File: config.mk
export PLATFORM = sky130hd
export DESIGN_NAME = lcs_ram
export DESIGN_NICKNAME = d
export VERILOG_FILES = /design/src/hdl/lcs_ram.sv
export SDC_FILE = /design/constraint.sdc
export NUM_CORES = 1
export LEC_CHECK = 0
export BUFFER_PORTS_ARGS = -buffer_cell sky130_fd_sc_hd__buf_2
export CAP_MARGIN = 30
export CORE_ASPECT_RATIO = 1.2
export CORE_MARGIN = 5
export CORE_UTILIZATION = 30
export CTS_CLUSTER_SIZE = 28
export DETAILED_ROUTE_END_ITERATION = 6
export HOLD_SLACK_MARGIN = 0.08
export PLACE_DENSITY = 0.55
export SKIP_CTS_REPAIR_TIMING = 1
export SLEW_MARGIN = 10
export SYNTH_ARGS = -nofsm -noshare
export SYNTH_HDL_FRONTEND = slang
export SYNTH_SLANG_ARGS = --single-unit
File: constraint.sdc
create_clock -name clk -period 3 [get_ports clk]
set_input_delay 0.3 -clock clk [delete_from_list [all_inputs] [get_ports clk]]
set_output_delay 0.3 -clock clk [all_outputs]
set_load 0.02 [all_outputs]
File: src/hdl/lcs_ram.sv
// Simple dual-port synchronous RAM: one write port and one registered read port.
// Stand-alone; used for the symbol stores, the length table and the result buffer.
module lcs_ram #(
	parameter int WIDTH = 8,
	parameter int DEPTH = 32,
	parameter int AW = 5
) (
	input  logic             clk,
	input  logic             we,
	input  logic [AW-1:0]    waddr,
	input  logic [WIDTH-1:0] wdata,
	input  logic             re,
	input  logic [AW-1:0]    raddr,
	output logic [WIDTH-1:0] rdata
);

	logic [WIDTH-1:0] mem_q [DEPTH];
	logic [WIDTH-1:0] rdata_q;

	always_ff @(posedge clk) begin
		if (we) begin
			mem_q[waddr] <= wdata;
		end
	end

	always_ff @(posedge clk) begin
		if (re) begin
			rdata_q <= mem_q[raddr];
		end
	end

	assign rdata = rdata_q;

endmodule

# Word-level counts from Yosys, hierarchy flattened
# Memories as Yosys holds them, arrays and structs flattened. A register that Yosys moved wholly into a read port is not among the register bits.
# Cells that the tools add are included.
# totals
register_bits	0
n_memories	1
inputBits	21
ramBits	256
word_cells	3
# mem_list
name	words	word_bits	read_ports	rd_clocked_by_memory_dff	write_ports	line_no	text
mem_q	32	8	1	1	1	17	logic [WIDTH-1:0] mem_q [DEPTH];
# op_classes
muxes	2
# op_table
cell	n
two-way mux 1 bit	2

# Depth between registers and ports, before layout
# depth
word_depth	2
mapped_depth	5
mapped_depth_nobuf	3

# Least setup slack after synthesis
# No wires, ideal clock.
# synth_timing
path_kind	input to register
start	input port raddr[2]
end	register rdata_q[0] (netlist: rdata[0]), read port of mem_q (data pin)
t_arrival_ps	1982
t_required_ps	2740
path_stages	5
setup_time_ps	260
path_slack_ps	758
path_cell_list	clkbuf_1 -> clkbuf_1 -> mux4_2 -> mux4_2 -> mux2_2
# synth_rtl
item	line_no	text
start, declared	13	input logic [AW-1:0] raddr,
end, declared	18	logic [WIDTH-1:0] rdata_q;

==> flow_metrics.env <==
export IMPL_yosysSeqAreaShare_pct=78.2
export IMPL_io_pins=29
export IMPL_firstDrtPassIters=5
export IMPL_syn_cell_area_um2=10100
export IMPL_worstSetupPathType="reg -> reg"
export IMPL_ys_types=14
export IMPL_gp_congestion=0.766
export IMPL_synth_xor_area_share_pct=0
export IMPL_drc=0
export IMPL_synth_edf_count=264
export IMPL_synthesis_nets=438
export IMPL_cpMaxStageDelayCell="mux4_2"
export IMPL_cts_tree="built"
export IMPL_core_area_um2=33200
export IMPL_final_area_um2=11700
export IMPL_synthTopCellsByCount="edfxtp_1 (264), mux4_2 (80), nor2_1 (33), mux2_2 (8)"
export IMPL_fin_crit_ns=1.95
export IMPL_tightest_slew_ns=0.892
export IMPL_fin_cells=931
export IMPL_path_cells="mux4_2, mux4_2, mux2_2"
export IMPL_async_reset_ff_share_pct=0
export IMPL_yosysMostFrequentCell="edfxtp_1"
export IMPL_worstSetupEndpointType="register"
export IMPL_cap_violations=0
export IMPL_grt_max_degree=65
export IMPL_rsz0062_at_grt="false"
export IMPL_avgSynthCellArea_um2=24.3
export IMPL_synth_top_flop_cell="edfxtp_1"
export IMPL_grt_pass1_wl_mm=31.7
export IMPL_die_h_um=211
export IMPL_slowest_delay_ns=0.52
export IMPL_cts_sinks=264
export IMPL_grt_use_total_pct=11.4
export IMPL_syn_inst=417
export IMPL_finalPower_mw=7.65
export IMPL_hold_end="rdata[1]"
export IMPL_clk_latency_ns=0.52
export IMPL_synthAdderAreaFrac_pct=0
export IMPL_initial_utilization_pct=30.5
export IMPL_antenna_found_initial=3
export IMPL_grt_overflow_total=0
export IMPL_cts_clk_slew_worst_paths_ns=0.06
export IMPL_path_buf_inv=0
export IMPL_wl_mm=21.1
export IMPL_dpl_cell_area_um2=10900
export IMPL_numCtsBuffers=24
export IMPL_max_freq_mhz=512
export IMPL_dp_cells=889
export IMPL_p_leak_nw=3.58
export IMPL_core_rowCount=73
export IMPL_status="finished, final reports clean"
export IMPL_vias=4386
export IMPL_hold_depth=1
export IMPL_gr_max_usage_layer="met2"
export IMPL_maxSlewHeadroom_pct=40.3
export IMPL_place_ws_ns=0.601
export IMPL_fp_dieW_um=178
export IMPL_reg2reg_slack_ns=1.05
export IMPL_ir_worst_vdd_mv=0.322
export IMPL_yosys_mux_area_fraction_pct=18.7
export IMPL_wire_per_inst_um=22.7
export IMPL_grt_pass1_vias=4736
export IMPL_hold_viol=0
export IMPL_ys_warn_count=0
export IMPL_fin_nets=486
export IMPL_synth_top_area_cell="edfxtp_1"
export IMPL_grt_util_met1_pct=15.8
export IMPL_hp_class="in -> reg"
export IMPL_synth_top_family_by_area="multiplexers"
export IMPL_antenna_cells=0
export IMPL_slew_viol_final=0
export IMPL_arrival_ns=2.22
export IMPL_first_iter_violations=427
export IMPL_p_per_area_nw_per_um2=654
export IMPL_cp_common_cell="mux4_2"
export IMPL_post_route_period_util_pct=65.2
export IMPL_r2r_end="rdata[2]"
export IMPL_htreeDepth=1
export IMPL_drtAntennaViolNets=0
export IMPL_min_from="re"
export IMPL_required_ns=3.26
export IMPL_skew_ns=0.0141
export IMPL_finalSetupTns_ns=0
export IMPL_finalSetupViolations=0
export IMPL_met2_usage_pct=18.9
export IMPL_portBuffers=28
export IMPL_yosys_area_share_simple_pct=2.05
export IMPL_grt_util_met3_pct=1.79
export IMPL_vias_per_cell=4.71
export IMPL_r2r_cells=3
export IMPL_synth_top_area_share_pct=78.2
export IMPL_dp_hpwl_mm=13.7
export IMPL_synth_area_top_cells="edfxtp_1 (78%), mux4_2 (18%), nor2_1 (1.2%), mux2_2 (0.89%), buf_4 (0.44%)"
export IMPL_drive_gt1_share_pct=34.9
export IMPL_cts_buffer_depth=3
export IMPL_root_buffer="clkbuf_16"
export IMPL_die_area_um2=37600
export IMPL_timing_rr_start="mem_q[5][2]"
export IMPL_syn2layout_area_growth_pct=15.4
export IMPL_fin_util_pct=35.2
export IMPL_ys_seq_elements=264
export IMPL_crit_path_max_fanout=1
export IMPL_synth_compound_area_share_pct=0
export IMPL_cp_top_family="multiplexers"
export IMPL_hold_ws_ns=0.166
export IMPL_fin_ws_ns=1.05
export IMPL_worst_setup_path_start_kind="register"
==> power breakdown <==
part | internal [mW] | leakage (nW) | switching (mW)
clock network | 1.86 | 0.398 | 1.26
registers | 4.12 | 2.38 | 0.0169
logic | 0.168 | 0.796 | 0.227
==> cells in the final DEF (no fill, tap or decap) <==
cell type	n
nor2_1	33
nand2_1	1
clkbuf_16	25
clkinv_2	4
nand3_1	2
or3_1	1
mux4_2	80
clkinv_1	3
clkbuf_1	4
or3b_2	3
mux2_2	8
buf_4	11
edfxtp_1	264
clkinv_4	2
buf_12	4
nand3b_1	5
bufinv_16	4
buf_2	27
==> layout make-up <==
type | count | area (um2)
Clock buffer | 29 | 641
Clock inverter | 13 | 169
Fill cell | 3081 | 21500
Multi-Input combinational cell | 133 | 2100
Tap cell | 450 | 563
Sequential cell | 264 | 7930
Timing Repair Buffer | 42 | 298
==> state kept, by name, indices dropped and copies added (netlist names) <==
register and flops:
mem_q 256, rdata 8
==> metal layers <==
metal	wire (um)	part of all wire (%)
met2	10600	50
met3	1270	6.0
met4	395	1.9
met5	47	0.22
met1	8820	42
==> worst max path at each step <==
stage | startpoint | to | slack [ns] | cells past startpoint
after floorplan | raddr[2] | rdata[0] | 0.76 | 5
after global placement | raddr[0] | rdata[5] | 0.60 | 5
after detailed placement | raddr[0] | rdata[6] | 0.60 | 5
after CTS | mem_q[31][6] | rdata[6] | 1.04 | 3
after global routing | mem_q[31][6] | rdata[6] | 1.01 | 3
final | mem_q[5][2] | rdata[2] | 1.05 | 3
==> cell families after synthesis <==
logic type,Yosys count
simple gates,45
mux,88
flops,264
buf+inv,20
No activity file was read; power rests on OpenSTA's default activity.
