**config.mk**
```make
export PLATFORM = sky130hd
export DESIGN_NAME = lcs_engine
export DESIGN_NICKNAME = d
export VERILOG_FILES = /design/src/hdl/lcs_pkg.sv /design/src/hdl/lcs_engine.sv
export SDC_FILE = /design/constraint.sdc
export NUM_CORES = 1
export LEC_CHECK = 0
export ABC_AREA = 1
export ABC_CLOCK_PERIOD_IN_PS = 8300
export BUFFER_PORTS_ARGS = -buffer_cell sky130_fd_sc_hd__buf_4
export CAP_MARGIN = 30
export CORE_UTILIZATION = 45
export DETAILED_ROUTE_END_ITERATION = 16
export PLACE_DENSITY = 0.67
export SLEW_MARGIN = 0
export SYNTH_ARGS = -nofsm -noshare
export SYNTH_HDL_FRONTEND = slang
export SYNTH_SLANG_ARGS = --single-unit
```
**constraint.sdc**
```tcl
create_clock -name clk -period 8.3 [get_ports clk]
set_input_delay 1.66 -clock clk [delete_from_list [all_inputs] [get_ports clk]]
set_output_delay 1.66 -clock clk [all_outputs]
set_load 0.03 [all_outputs]
```
**src/hdl/lcs_pkg.sv**
```systemverilog
// Package for the longest-common-subsequence block.
// Holds the default sequence length, the fixed field widths and the controller state type.
package lcs_pkg;

	localparam int LCS_MAX_LEN = 32;
	localparam int SYM_W = 8;
	localparam int LEN_W = 6;

	typedef enum logic [3:0] {
		ST_IDLE,
		ST_START,
		ST_ROW,
		ST_CELL_RD,
		ST_CELL_WR,
		ST_TB_RD_UP,
		ST_TB_RD_LEFT,
		ST_TB_DEC,
		ST_EMIT_RD,
		ST_EMIT_OUT,
		ST_CLOSE
	} lcs_state_t;

endpackage

```
**src/hdl/lcs_engine.sv**
```systemverilog
// Controller and datapath: loads the sequences, fills the length table, traces back
// and delivers the results. Depends on lcs_pkg; drives the RAMs held by the top level.
module lcs_engine
	import lcs_pkg::*;
#(
	parameter int MAX_LEN = LCS_MAX_LEN,
	parameter int IW = $clog2(MAX_LEN + 1),
	parameter int SAW = (MAX_LEN > 1) ? $clog2(MAX_LEN) : 1,
	parameter int TAW = $clog2((MAX_LEN + 1) * (MAX_LEN + 1))
) (
	input  logic             clk,
	input  logic             arst_n,
	input  logic             in_valid,
	output logic             in_ready,
	input  logic             req_type,
	input  logic             seq_end,
	output logic             out_valid,
	input  logic             out_ready,
	output logic [SYM_W-1:0] out_symbol,
	output logic             symbol_valid,
	output logic [LEN_W-1:0] common_length,
	output logic             truncated,
	output logic             run_last,
	output logic             a_we,
	output logic [SAW-1:0]   a_waddr,
	output logic             a_re,
	output logic [SAW-1:0]   a_raddr,
	input  logic [SYM_W-1:0] a_rdata,
	output logic             b_we,
	output logic [SAW-1:0]   b_waddr,
	output logic             b_re,
	output logic [SAW-1:0]   b_raddr,
	input  logic [SYM_W-1:0] b_rdata,
	output logic             t_we,
	output logic [TAW-1:0]   t_waddr,
	output logic [IW-1:0]    t_wdata,
	output logic             t_re,
	output logic [TAW-1:0]   t_raddr,
	input  logic [IW-1:0]    t_rdata,
	output logic             s_we,
	output logic [SAW-1:0]   s_waddr,
	output logic [SYM_W-1:0] s_wdata,
	output logic             s_re,
	output logic [SAW-1:0]   s_raddr,
	input  logic [SYM_W-1:0] s_rdata
);

	localparam int DIM = MAX_LEN + 1;

	lcs_state_t state_q, state_d;

	logic [IW-1:0] a_cnt_q, b_cnt_q;
	logic          ovf_q;
	logic [IW-1:0] i_q, j_q, k_q, r_q, len_q;
	logic [IW-1:0] left_q, diag_q, up_q;

	logic             out_valid_q;
	logic [SYM_W-1:0] out_symbol_q;
	logic             symbol_valid_q;
	logic [LEN_W-1:0] common_length_q;
	logic             truncated_q;
	logic             run_last_q;

	logic          accept;
	logic          slot_free;
	logic          load_out;
	logic          match;
	logic          tb_done;
	logic [IW-1:0] cell_up;
	logic [IW-1:0] tb_left;
	logic [IW-1:0] cell_v;

	function automatic logic [TAW-1:0] tbl_addr(input logic [IW-1:0] ii, input logic [IW-1:0] jj);
		tbl_addr = TAW'(ii) * TAW'(DIM) + TAW'(jj);
	endfunction

	assign in_ready  = (state_q == ST_IDLE);
	assign accept    = in_valid && in_ready;
	assign slot_free = !out_valid_q || out_ready;
	assign load_out  = ((state_q == ST_EMIT_OUT) || (state_q == ST_CLOSE)) && slot_free;

	// Row zero and column zero of the table read as zero and are never stored.
	assign match   = (a_rdata == b_rdata);
	assign tb_done = (i_q == '0) || (j_q == '0);
	assign cell_up = (i_q == IW'(1)) ? '0 : t_rdata;
	assign tb_left = (j_q == IW'(1)) ? '0 : t_rdata;
	assign cell_v  = match ? IW'(diag_q + IW'(1)) : ((cell_up >= left_q) ? cell_up : left_q);

	always_comb begin
		state_d = state_q;
		unique case (state_q)
			ST_IDLE: begin
				if (accept && req_type && seq_end) begin
					state_d = ST_START;
				end
			end
			ST_START: begin
				if ((a_cnt_q == '0) || (b_cnt_q == '0)) begin
					state_d = ST_CLOSE;
				end else begin
					state_d = ST_ROW;
				end
			end
			ST_ROW: begin
				state_d = ST_CELL_RD;
			end
			ST_CELL_RD: begin
				state_d = ST_CELL_WR;
			end
			ST_CELL_WR: begin
				if (j_q == b_cnt_q) begin
					state_d = (i_q == a_cnt_q) ? ST_TB_RD_UP : ST_ROW;
				end else begin
					state_d = ST_CELL_RD;
				end
			end
			ST_TB_RD_UP: begin
				state_d = tb_done ? ST_EMIT_RD : ST_TB_RD_LEFT;
			end
			ST_TB_RD_LEFT: begin
				state_d = ST_TB_DEC;
			end
			ST_TB_DEC: begin
				state_d = ST_TB_RD_UP;
			end
			ST_EMIT_RD: begin
				state_d = (r_q == len_q) ? ST_CLOSE : ST_EMIT_OUT;
			end
			ST_EMIT_OUT: begin
				if (slot_free) begin
					state_d = ST_EMIT_RD;
				end
			end
			ST_CLOSE: begin
				if (slot_free) begin
					state_d = ST_IDLE;
				end
			end
			default: begin
				state_d = ST_IDLE;
			end
		endcase
	end

	always_comb begin
		a_we    = accept && !req_type && (a_cnt_q < IW'(MAX_LEN));
		a_waddr = a_cnt_q[SAW-1:0];
		b_we    = accept && req_type && (b_cnt_q < IW'(MAX_LEN));
		b_waddr = b_cnt_q[SAW-1:0];
		a_raddr = SAW'(i_q - IW'(1));
		b_raddr = SAW'(j_q - IW'(1));
		a_re    = 1'b0;
		b_re    = 1'b0;
		t_we    = 1'b0;
		t_waddr = tbl_addr(i_q, j_q);
		t_wdata = cell_v;
		t_re    = 1'b0;
		t_raddr = tbl_addr(IW'(i_q - IW'(1)), j_q);
		s_we    = 1'b0;
		s_waddr = SAW'(k_q - IW'(1));
		s_wdata = a_rdata;
		s_re    = 1'b0;
		s_raddr = r_q[SAW-1:0];
		unique case (state_q) inside
			ST_CELL_RD, ST_TB_RD_UP: begin
				a_re = 1'b1;
				b_re = 1'b1;
				t_re = 1'b1;
			end
			ST_CELL_WR: begin
				t_we = 1'b1;
			end
			ST_TB_RD_LEFT: begin
				t_re    = 1'b1;
				t_raddr = tbl_addr(i_q, IW'(j_q - IW'(1)));
			end
			ST_TB_DEC: begin
				s_we = match;
			end
			ST_EMIT_RD: begin
				s_re = 1'b1;
			end
			default: begin
			end
		endcase
	end

	always_ff @(posedge clk or negedge arst_n) begin
		if (!arst_n) begin
			state_q <= ST_IDLE;
			a_cnt_q <= '0;
			b_cnt_q <= '0;
			ovf_q   <= 1'b0;
			i_q     <= '0;
			j_q     <= '0;
			k_q     <= '0;
			r_q     <= '0;
			len_q   <= '0;
			left_q  <= '0;
			diag_q  <= '0;
			up_q    <= '0;
		end else begin
			state_q <= state_d;
			unique case (state_q)
				ST_IDLE: begin
					if (accept) begin
						if (!req_type) begin
							if (a_cnt_q < IW'(MAX_LEN)) begin
								a_cnt_q <= a_cnt_q + IW'(1);
							end else begin
								ovf_q <= 1'b1;
							end
						end else begin
							if (b_cnt_q < IW'(MAX_LEN)) begin
								b_cnt_q <= b_cnt_q + IW'(1);
							end else begin
								ovf_q <= 1'b1;
							end
						end
					end
				end
				ST_START: begin
					i_q   <= IW'(1);
					len_q <= '0;
					r_q   <= '0;
				end
				ST_ROW: begin
					j_q    <= IW'(1);
					left_q <= '0;
					diag_q <= '0;
				end
				ST_CELL_WR: begin
					left_q <= cell_v;
					diag_q <= cell_up;
					if (j_q == b_cnt_q) begin
						if (i_q == a_cnt_q) begin
							len_q <= cell_v;
							k_q   <= cell_v;
						end else begin
							i_q <= i_q + IW'(1);
						end
					end else begin
						j_q <= j_q + IW'(1);
					end
				end
				ST_TB_RD_LEFT: begin
					up_q <= cell_up;
				end
				ST_TB_DEC: begin
					if (match) begin
						k_q <= k_q - IW'(1);
						i_q <= i_q - IW'(1);
						j_q <= j_q - IW'(1);
					end else if (up_q >= tb_left) begin
						i_q <= i_q - IW'(1);
					end else begin
						j_q <= j_q - IW'(1);
					end
				end
				ST_EMIT_OUT: begin
					if (slot_free) begin
						r_q <= r_q + IW'(1);
					end
				end
				ST_CLOSE: begin
					if (slot_free) begin
						a_cnt_q <= '0;
						b_cnt_q <= '0;
						ovf_q   <= 1'b0;
					end
				end
				default: begin
				end
			endcase
		end
	end

	always_ff @(posedge clk or negedge arst_n) begin
		if (!arst_n) begin
			out_valid_q <= 1'b0;
		end else if (load_out) begin
			out_valid_q <= 1'b1;
		end else if (out_ready) begin
			out_valid_q <= 1'b0;
		end
	end

	always_ff @(posedge clk) begin
		if (load_out) begin
			truncated_q <= ovf_q;
			if (state_q == ST_CLOSE) begin
				out_symbol_q    <= '0;
				symbol_valid_q  <= 1'b0;
				common_length_q <= LEN_W'(len_q);
				run_last_q      <= 1'b1;
			end else begin
				out_symbol_q    <= s_rdata;
				symbol_valid_q  <= 1'b1;
				common_length_q <= '0;
				run_last_q      <= 1'b0;
			end
		end
	end

	assign out_valid     = out_valid_q;
	assign out_symbol    = out_symbol_q;
	assign symbol_valid  = symbol_valid_q;
	assign common_length = common_length_q;
	assign truncated     = truncated_q;
	assign run_last      = run_last_q;

endmodule

```
Word level (Yosys, flattened, before mapping):

Cells that the tools add are included.

* output and inout port bits: 93
* register bits: 83
* word-level logic and storage cells: 162

* eq/ne operators: 33
* reductions and logical operators: 37
* $add $sub $neg: 12
* multiplexer cells: 56
* $lt $le $gt $ge: 4
* multiply operators: 2

Operator list (number)
* $mux 6: 22
* $pmux 6 s2: 7
* $pmux 4 s11: 1
* $add 6x1->6 const B: 6
* $pmux 6 s3: 2
* $add 11x6->11: 3
* $logic_not 6->1: 4
* $mul 6x6->11 const B: 2
* $mux 4: 5
* $eq 6x6->1: 3
* $sub 6x1->6 const B: 3
* $eq 4x3->1 const B: 4
* $ne 2x2->1 const B: 8
* $reduce_and 5->1: 3
* $mux 1: 14
* $eq 4x4->1 const B: 3
* $eq 6x1->1 const B: 2
* $ge 6x6->1: 2
* $lt 6x6->1 const B: 2
* $reduce_bool 2->1: 6
* $mux 11: 1
* $ne 2x1->1 const B: 5
* $ne 3x3->1 const B: 3
* $reduce_and 3->1: 3
* 16 further kinds: 30

Logic depth before layout (Yosys ltp):

Gate-level depths: netlist of run 1.

* depth after elaboration: 8
* depth in mapped cells: 21
* gate-level depth less buffers: 20

Worst setup path after synthesis of run 1:

Ideal clock, no wire load.

* path type: register -> output
* from: register i_q[0]
* to: output t_raddr[3]
* stages on the path, launching flop included: 9
* arrival time: 3472 ps
* slack: 3168 ps
* required time: 6640 ps
* cells stage by stage: dfrtp_1 > inv_1 > ha_1 > xor2_1 > ha_1 > fa_1 > nand2_1 > inv_1 > o32ai_1

* longest elaborated chain between the ends: 4
* elaborated cells on any way between the ends: 6

RTL lines
* start, declared: line lcs_engine.sv:54 `logic [IW-1:0] i_q, j_q, k_q, r_q, len_q;`
* start signal, assigned: line lcs_engine.sv:240 `i_q <= i_q + IW'(1);`
* start signal, assigned: line lcs_engine.sv:252 `i_q <= i_q - IW'(1);`
* start signal, assigned: line lcs_engine.sv:255 `i_q <= i_q - IW'(1);`
* $sub 6x1->6: line lcs_engine.sv:158 `t_raddr = tbl_addr(IW'(i_q - IW'(1)), j_q);`
* via a_raddr[0]: line lcs_engine.sv:27 `output logic [SAW-1:0] a_raddr,`
* $mul 6x6->11: line lcs_engine.sv:74 `tbl_addr = TAW'(ii) * TAW'(DIM) + TAW'(jj);`
* $add 11x6->11: line lcs_engine.sv:74
* $mux 11: line lcs_engine.sv:164 `unique case (state_q) inside`
* end, declared: line lcs_engine.sv:38 `output logic [TAW-1:0] t_raddr,`

The timed path passes the listed nets, and every way through them passes these cells.

Worst setup path in the final report of run 1:

* from: register i_q[0]
* to: output t_raddr[10]

* longest elaborated chain between the ends: 4
* elaborated cells on any way between the ends: 6

RTL lines (line)
* $sub 6x1->6: lcs_engine.sv:158
* $mul 6x6->11: lcs_engine.sv:74
* $add 11x6->11: lcs_engine.sv:74
* $mux 11 *: lcs_engine.sv:164

Mark *: on every way between the ends. The rest lies on a longest branch, timed or not.

==> impl_metrics.tcl, run 1 <==
set metrics [dict create \
    synth_seq_area_share 0.323 \
    syn_area_per_cell_um2 7.15 \
    synth.distinct_cells 43 \
    layout.cells.non_filler 1209 \
    start_util 0.470 \
    cts_setup_buffers 0 \
    syn_inst 927 \
    die_x_um 123 \
    required_ns 6.64 \
    place_inst 1193 \
    holdCritPathClass "flop to flop" \
    ys_warn_count 0 \
    preCtsSetupSlack_ns 3.13 \
    vdd_drop_max_v 0.000315 \
    placed_cell_area_um2 7540 \
    wirelength_um 16700 \
    drc_errors 0 \
    die-height_um 123 \
    p_leak_uw 0.00425 \
    fillCellCount 1397 \
    drive_above_1_share 0.172 \
    hold_buffers 0 \
    hold_viol 0 \
    crit_fanout 10 \
    synth_xor_area_frac 0.0621 \
    whs_ns 0.450 \
    first_iter_violations 415 \
    grt_pass1_vias 5760 \
    synth_compound_gate_area_share 0.0941 \
    htreeDepth 3 \
    synth.top_cell.area_share 0.246 \
    synth_top_family_by_area "simple AND/OR/NAND/NOR gates" \
    cts_buffers 9 \
    crit_type "flop to output port" \
    grt_first_pass_wirelength_um 27700 \
    place_congestion 0.861 \
    cts_resized 0 \
    worst_clock_skew_ns 0.00877 \
    worst_setup_path_start_kind "flop" \
    slew_headroom 0.426 \
    ys.flop_type "dfrtp_1" \
    clockBufferDepth 2 \
    grt_max_degree 66 \
    final_cell_mix "nand2_1 (267), inv_1 (128), buf_4 (128), nor2_1 (70), dfrtp_1 (65)" \
    crit_arrival_ns 3.69 \
    vias_per_cell 5.08 \
    drv_cap 0 \
    tns_ns 0 \
    setup_viol 0 \
    rsz0062_at_grt "false" \
    muxShareOfSynthArea 0 \
    synth_nets 1023 \
    grt_overflow 0 \
    synth-edff-count 17 \
    mostFrequentLayoutCell "nand2_1" \
    portBuffers 128 \
    end_kind "output port" \
    synth_top_cell_by_area "dfrtp_1" \
    pin_count 129 \
    ant_nets 0 \
    synth_area_leaders "dfrtp_1 (25%), nand2_1 (15%), ha_1 (11%), edfxtp_1 (7.7%), inv_1 (7.3%)" \
    worst_slack_ns 2.95 \
    synth-async-reset-ratio 0.793 \
    final_nets 1120 \
    status "completed" \
    cts_tree "built" \
    fin_crit_ns 5.35 \
    yosys.area_share.simple 0.287 \
    antennaDiodeCount 0 \
    core_um2 14100 \
    insertion_delay_ns 0.34 \
    wire_per_inst_um 13.8 \
    fmax_ghz 0.187 \
    die_area_um2 15200 \
    syn_area_um2 6620 \
    antenna_found_initial 0 \
    p_per_area_nw_per_um2 428 \
    synth_fa_ha_area_frac 0.117 \
    cts_sinks 82 \
    maxSlewViolCount 0 \
    area_delta_synth_final_pct 18.1 \
    firstDrtPassIters 5 \
    vias 6142 \
    worstMarginPinSlew_ns 0.861 \
    rows 43 \
    post-route-period-util 0.645 \
    cts_root_buf "clkbuf_16" \
    clk_pin_slew_worst_paths_ns 0.06 \
    ys_ff_latch 82 \
    dp_hpwl_um 13000 \
    track_usage 0.232 \
    fin_area_um2 7820 \
]
[flip-flops by register name (all words and copies together), names as in the netlist]
register / flops
a_cnt_q: 6
b_cnt_q: 6
common_length: 6
diag_q: 6
i_q: 6
j_q: 6
k_q: 5
left_q: 6
len_q: 6
out_symbol: 8
out_valid: 1
ovf_q: 1
r_q: 6
run_last: 1
state_q: 4
symbol_valid: 1
truncated: 1
up_q: 6
[layout make-up]
| cell class | count | area (um^2) | share of cell area |
|---|---|---|---|
| inverters | 134 | 503 | 0.0643 |
| clock inverters | 7 | 60.1 | 0.00768 |
| multi-input cells | 669 | 3710 | 0.474 |
| clock buffers | 9 | 225 | 0.0288 |
| flip-flops and latches | 82 | 2140 | 0.273 |
| repair buffers | 128 | 961 | 0.123 |
| well taps | 180 | 225 | 0.0288 |
[logic make-up (layout without fill, tap and decap cells)]
logic type | count (synthesis) | in the layout
AND/OR/NAND/NOR | 452 | 452
buffers and inverters | 176 | 278
AO/OA/AOI/OAI | 110 | 110
flip-flops | 82 | 82
adder cells (fa/ha/maj) | 60 | 60
XOR/XNOR | 47 | 47
[stage by stage]
step / utilization / power (uW)
2_1_floorplan: - / 2290
3_3_place_gp: 0.535 / 2950
3_5_place_dp: 0.535 / 2960
4_1_cts: 0.555 / 3360
5_1_grt: 0.555 / 3640
6_report: 0.555 / 3350
[critical path: stages (launching register included)]
cell     delay [ns]
dfrtp_1        0.52
inv_1          0.36
nand3_1        0.17
nor2_1         0.15
nand3_1        0.08
nand2_1        0.14
inv_1          0.08
ha_1           0.27
ha_1           0.28
ha_1           0.37
nand2_1        0.09
nand2_1        0.06
a22oi_1        0.13
nand2_1        0.11
nand2_1        0.07
nand2_1        0.07
nand2_1        0.06
nand2_1        0.05
nand3_1        0.06
nand2_1        0.05
buf_4          0.16
[cell usage after synthesis, types with 2 or more instances]
cell      number
edfxtp_1      17
inv_1        128
dfrtp_1       65
nand2_2        5
xor2_1        27
o311ai_0       2
nor2_1        70
o21ai_2        6
nand4_1       13
nor2_2         7
a21oi_1       34
ha_1          57
inv_2          5
nor3_1        12
o21ai_1        3
o21ai_0       45
buf_4         24
clkbuf_1       4
a31oi_1        2
xnor2_1       20
or2_2          6
o31ai_1        3
fa_1           3
nand2_1      267
buf_2         12
or2_1          3
nand3_1       64
o22ai_1        8
[power breakdown]
group	internal [uW]	switching [uW]
Clock	208	178
Combinational	770	1500
Sequential	551	138
Total	1530	1820
[routing by layer]
| layer | up-vias | GRT usage | routed length (um) | share of wire |
|---|---|---|---|---|
| li1 | 3139 | - | - | - |
| met1 | 2815 | 0.306 | 7680 | 0.46 |
| met2 | 166 | 0.393 | 8000 | 0.48 |
| met3 | 22 | 0.0401 | 840 | 0.050 |
| met4 | 0 | 0.0580 | 211 | 0.013 |
| met5 | - | 0 | 0 | 0 |
[worst paths after layout]
| check | start | to | slack, ns | cells past startpoint |
|---|---|---|---|---|
| worst max-delay path | i_q[0] | t_raddr[10] | 2.95 | 20 |
| min in group asynchronous | arst_n | b_cnt_q[2] | 1.42 | 1 |
| worst min-delay path | ovf_q | truncated | 0.45 | 0 |
| max in group asynchronous | arst_n | i_q[1] | 6.32 | 1 |
| worst min register to register | ovf_q | truncated | 0.45 | 0 |
| worst max register to register | i_q[1] | len_q[3] | 5.12 | 16 |
Note: power is estimated with default switching activity, not from simulation.
==> inputs of run 2 (changes only) <==
- ABC_CLOCK_PERIOD_IN_PS: 8300 -> 4600
- PLACE_DENSITY: 0.67 -> 0.7
- clock period: 8.3 -> 4.6 ns (I/O delays scaled with it)
==> impl_metrics.tcl, run 2 (synthesis gave the netlist of run 1 again) <==
set metrics [dict create \
    p_seq_frac 0.194 \
    clockPowerShare 0.127 \
    cts_root_buf "clkbuf_16" \
    clockBufferDepth 2 \
    vdd_drop_max_v 0.000496 \
    largest_register_ffs 8 \
    post-route-period-util 0.943 \
    ff2ff_path_depth 16 \
    worst_setup_path_start_kind "flop" \
    crit_type "flop to output port" \
    grt_overflow 0 \
    crit_family "simple AND/OR/NAND/NOR gates" \
    status "completed" \
    clk_pin_slew_worst_paths_ns 0.06 \
    wirelength_um 17200 \
    drive_above_1_share 0.179 \
    grt_first_pass_wirelength_um 28000 \
    ff2ff_setup_slack_ns 1.52 \
    path_cells "inv_1, nand3_1, nor2_1, nand3_1, nand2_1, inv_1, ha_1, ha_1, ha_1, nand2_1, nand2_1, a22oi_1, nand2_1, nand2_1, nand2_1, nand2_1, nand2_1, nand3_1, nand2_1, buf_4" \
    grt_pass1_vias 5893 \
    crit_fanout 6 \
    path_depth 20 \
    drc_errors 0 \
    ant_nets 0 \
    worstHoldPathCells 0 \
    first_iter_violations 413 \
    max_stage_delay_ns 0.37 \
    slew_headroom 0.423 \
    place_congestion 0.891 \
    vias_per_cell 5.12 \
    track_usage 0.237 \
    antennaDiodeCount 0 \
    rows 43 \
    wire_per_inst_um 14.1 \
    insertion_delay_ns 0.35 \
    rsz0062_at_grt "false" \
    swShare 0.534 \
    fillCellCount 1428 \
    area_delta_synth_final_pct 19.5 \
    crit_arrival_ns 3.42 \
    portBuffers 128 \
    final_nets 1127 \
    critPathSlowestCell "dfrtp_1" \
    fmax_ghz 0.231 \
    tns_ns 0 \
    holdCritPathClass "flop to flop" \
    hold_buffers 0 \
    cts_buffers 9 \
    combPwrFrac 0.680 \
    worstMarginPinSlew_ns 0.866 \
    mostFrequentLayoutCell "nand2_1" \
    vias 6231 \
    pin_count 129 \
    p_per_area_nw_per_um2 784 \
    final_cell_mix "nand2_1 (267), buf_4 (135), inv_1 (127), nor2_1 (70), nand3_1 (64)" \
    worst_clock_skew_ns 0.00852 \
    hold_viol 0 \
    htreeDepth 3 \
    end_kind "output port" \
    dp_hpwl_um 13100 \
    internal_power_uw 2890 \
    start_util 0.470 \
    p_switching_uw 3310 \
    maxSlewViolCount 0 \
    grt_max_degree 66 \
    die-height_um 123 \
    drv_cap 0 \
    p_leak_uw 0.00430 \
    die_area_um2 15200 \
    firstDrtPassIters 6 \
    antenna_found_initial 0 \
    required_ns 3.68 \
    cts_sinks 82 \
    cts_tree "built" \
    fin_crit_ns 4.34 \
    setup_viol 0 \
    die_x_um 123 \
    path_buf_inv 3 \
    core_um2 14100 \
    placed_cell_area_um2 7580 \
    fin_area_um2 7920 \
    path_common_cell "nand2_1" \
]
==> run 2: cell count changes in the layout (fill, tap and decap cells not counted) <==
cell	change
clkinv_4	+2
bufinv_16	+2
buf_4	+7
clkinvlp_4	-2
clkinv_1	+1
dfrtp_1	-2
inv_4	+1
inv_1	-1
clkinv_2	-1
inv_8	-2
dfrtp_2	+2
clkbuf_1	+1
inv_6	-1
==> run 2: metal layers <==
layer  GRT usage  routed length (um)  vias to the layer above
li1            -                   -                     3162
met1       0.298                7710                     2874
met2       0.404                8230                      166
met3      0.0498                 867                       29
met4      0.0753                 370                        0
met5           0                   0                        -
==> run 2: power by group through the flow <==
| stage | registers [uW] | logic (uW) | clock network (uW) |
|---|---|---|---|
| detailed placement | 1210 | 4190 | 0 |
| CTS | 1200 | 4210 | 803 |
| floorplan | 1250 | 2870 | 0 |
| global placement | 1210 | 4160 | 0 |
| finish | 1200 | 4220 | 785 |
| global route | 1230 | 4650 | 830 |
==> run 2: worst reg2reg max path: stages, from the launching register on <==
cell and delay [ns]:
dfrtp_1 0.37, inv_1 0.21, ha_1 0.22, nand3_1 0.24
nand2_1 0.26, inv_1 0.07, ha_1 0.27, nand2_1 0.08
inv_1 0.04, a21oi_1 0.37, nand2_1 0.25, nand2_1 0.15
nand3_1 0.09, nand2_1 0.14, inv_1 0.07, nand2_1 0.07
o21ai_1 0.06
==> run 2: stage by stage <==
stage          std cells  power, uW  worst slack (ns)  utilization  hold WS, ns
2_1_floorplan        927       4120             0.208            -        0.425
3_3_place_gp        1198       5370             0.575        0.537        0.430
3_5_place_dp        1198       5400             0.531        0.537        0.441
4_1_cts             1214       6210             0.145        0.560        0.456
5_1_grt             1216       6720           0.00167        0.562        0.490
6_report            1216       6200             0.264        0.562        0.452
==> run 2: cell type report <==
cell class | instances | area, um^2 | share of cell area
clock buffers | 10 | 229 | 0.0289
clock inverters | 6 | 90.1 | 0.0114
inverters | 134 | 505 | 0.0639
multi-input cells | 669 | 3710 | 0.469
flip-flops and latches | 82 | 2140 | 0.270
well taps | 180 | 225 | 0.0285
repair buffers | 135 | 1010 | 0.128
==> run 2: timing repair <==
item                       in CTS  in global routing
setup buffers                   0                  2
setup endpoints to repair       0                  4
resized for setup               0                  4
==> run 2: final timing paths <==
kind,startpoint,endpoint
setup / recovery,i_q[1],t_raddr[10]
hold / removal,ovf_q,truncated
setup reg to reg,i_q[1],len_q[3]
hold reg to reg,ovf_q,truncated
max in group asynchronous,arst_n,i_q[2]
min in group asynchronous,arst_n,b_cnt_q[3]
==> inputs of run 3 (changes only) <==
- GPL_TIMING_DRIVEN: unset -> 0
==> impl_metrics.tcl, run 3 (synthesis gave the netlist of run 1 again) <==
set metrics [dict create \
    place_congestion 0.919 \
    p_per_area_nw_per_um2 777 \
    swShare 0.528 \
    grt_pass1_vias 5767 \
    path_common_cell "nand2_1" \
    start_util 0.470 \
    crit_type "flop to output port" \
    vias_per_cell 5.01 \
    post-route-period-util 0.986 \
    first_iter_violations 317 \
    combPwrFrac 0.683 \
    seq_area_um2 2140 \
    crit_start "i_q[0]" \
    ant_nets 0 \
    die_x_um 123 \
    rows 43 \
    crit_arrival_ns 3.61 \
    grt_max_degree 66 \
    worst_setup_path_start_kind "flop" \
    die_area_um2 15200 \
    met1_length_um 7960 \
    place_inst 1235 \
    preCtsSetupSlack_ns 0.297 \
    htreeDepth 3 \
    cp-endpoint "t_raddr[7]" \
    vdd_drop_max_v 0.000613 \
    drive_above_1_share 0.215 \
    cts_tree "built" \
    p_seq_frac 0.190 \
    p_switching_uw 3380 \
    holdCritPathClass "flop to flop" \
    path_cells "clkinvlp_4, ha_1, nand2_1, xor2_1, inv_1, ha_1, ha_1, a21oi_1, nand2_1, nand2_1, nand2_1, a21oi_1, xnor2_1, nand2_1, nand2_1, buf_4" \
    multi_input_area_um2 3740 \
    cts_sinks 82 \
    placed_cell_area_um2 7810 \
    insertion_delay_ns 0.35 \
    crit_fanout 8 \
    worst_slack_ns 0.0666 \
    antenna_found_initial 0 \
    met2RoutedLength_um 8280 \
    wl_met3_um 979 \
    portBuffers 128 \
    wire_per_inst_um 13.9 \
    clockPowerShare 0.127 \
    fin_area_um2 8250 \
    pin_count 129 \
    top_layer_used "met4" \
    cts_buffers 9 \
    ff2ff_path_depth 14 \
    internal_power_uw 3020 \
    hold_viol 0 \
    required_ns 3.68 \
    final_nets 1170 \
    cts_root_buf "clkbuf_16" \
    wirelength_um 17500 \
    slew_headroom 0.433 \
    end_kind "output port" \
    clockBufferDepth 2 \
    largest_register_ffs 8 \
    rsz0062_at_grt "true" \
    reg2reg_from "i_q[2]" \
    layout.cells.non_filler 1259 \
    grt_overflow 0 \
    drc_errors 0 \
    mostFrequentLayoutCell "nand2_1" \
    die-height_um 123 \
    fin_util 0.585 \
    p_leak_uw 0.00450 \
    grt_first_pass_wirelength_um 28000 \
    area_delta_synth_final_pct 24.5 \
    worstMarginPinSlew_ns 0.851 \
    antennaDiodeCount 0 \
    dp_hpwl_um 13500 \
    fmax_ghz 0.221 \
    track_usage 0.239 \
    hold_buffers 0 \
    worst_clock_skew_ns 0.00752 \
    fillCellCount 1368 \
    drv_cap 0 \
    tns_ns 0 \
    critPathSlowestCell "dfrtp_2" \
    ff2ff_setup_slack_ns 1.68 \
    final_cell_mix "nand2_1 (266), buf_4 (160), inv_1 (126), nor2_1 (69), nand3_1 (64)" \
    max_stage_delay_ns 0.49 \
    firstDrtPassIters 5 \
    status "completed" \
    core_um2 14100 \
    vias 6304 \
    clk_pin_slew_worst_paths_ns 0.06 \
    maxSlewViolCount 0 \
    reg2reg_to "left_q[0]" \
    setup_viol 0 \
    fin_crit_ns 4.53 \
]
[run 3: worst min-delay path by stage]
stage | cells after the start | endpoint | slack, ns | start
2_1_floorplan | 0 | truncated | 0.42 | ovf_q
3_3_place_gp | 0 | truncated | 0.43 | ovf_q
3_5_place_dp | 0 | truncated | 0.43 | ovf_q
4_1_cts | 0 | truncated | 0.45 | ovf_q
5_1_grt | 0 | truncated | 0.46 | ovf_q
6_report | 0 | truncated | 0.45 | ovf_q
[run 3: critical path, delay by kind of cell, from the launching register on]
kind | cells | cell delay, ns
adders and majority gates | 3 | 0.98
buffers and inverters | 3 | 0.55
and+or+nand+nor | 6 | 0.52
DFF | 1 | 0.49
xor gates and xnor gates | 2 | 0.38
AOI/OAI and AO/OA | 2 | 0.32
[run 3: through the flow]
step / hold slack [ns] / power [uW]
finish: 0.448 / 6400
global route: 0.464 / 6920
CTS: 0.445 / 6320
detailed placement: 0.433 / 5470
global placement: 0.429 / 5430
floorplan: 0.425 / 4120
[run 3: metal layers]
metal	track usage	vias up
met3	0.0443	21
met4	0.0685	0
met5	0	-
met1	0.317	2855
li1	-	3243
met2	0.395	185
[run 3: cell type report]
type / count / area share
Buffer: 42 / 0.0332
Clock buffer: 10 / 0.0290
Clock inverter: 6 / 0.0117
Inverter: 134 / 0.0619
Multi-Input combinational cell: 669 / 0.454
Sequential cell: 82 / 0.259
Tap cell: 180 / 0.0273
Timing Repair Buffer: 136 / 0.124
[run 3: repair_timing]
item / in CTS / in global routing
resized for setup: 3 / 7
setup buffers: 0 / 8
endpoints found under the setup margin: 3 / 11
[run 3: power by group through the flow]
stage	Clock, uW	Combinational (uW)	Sequential, uW
after floorplan	0	2870	1250
after global placement	0	4200	1230
after detailed placement	0	4240	1230
after CTS	829	4270	1220
after global routing	857	4810	1250
final	815	4370	1220
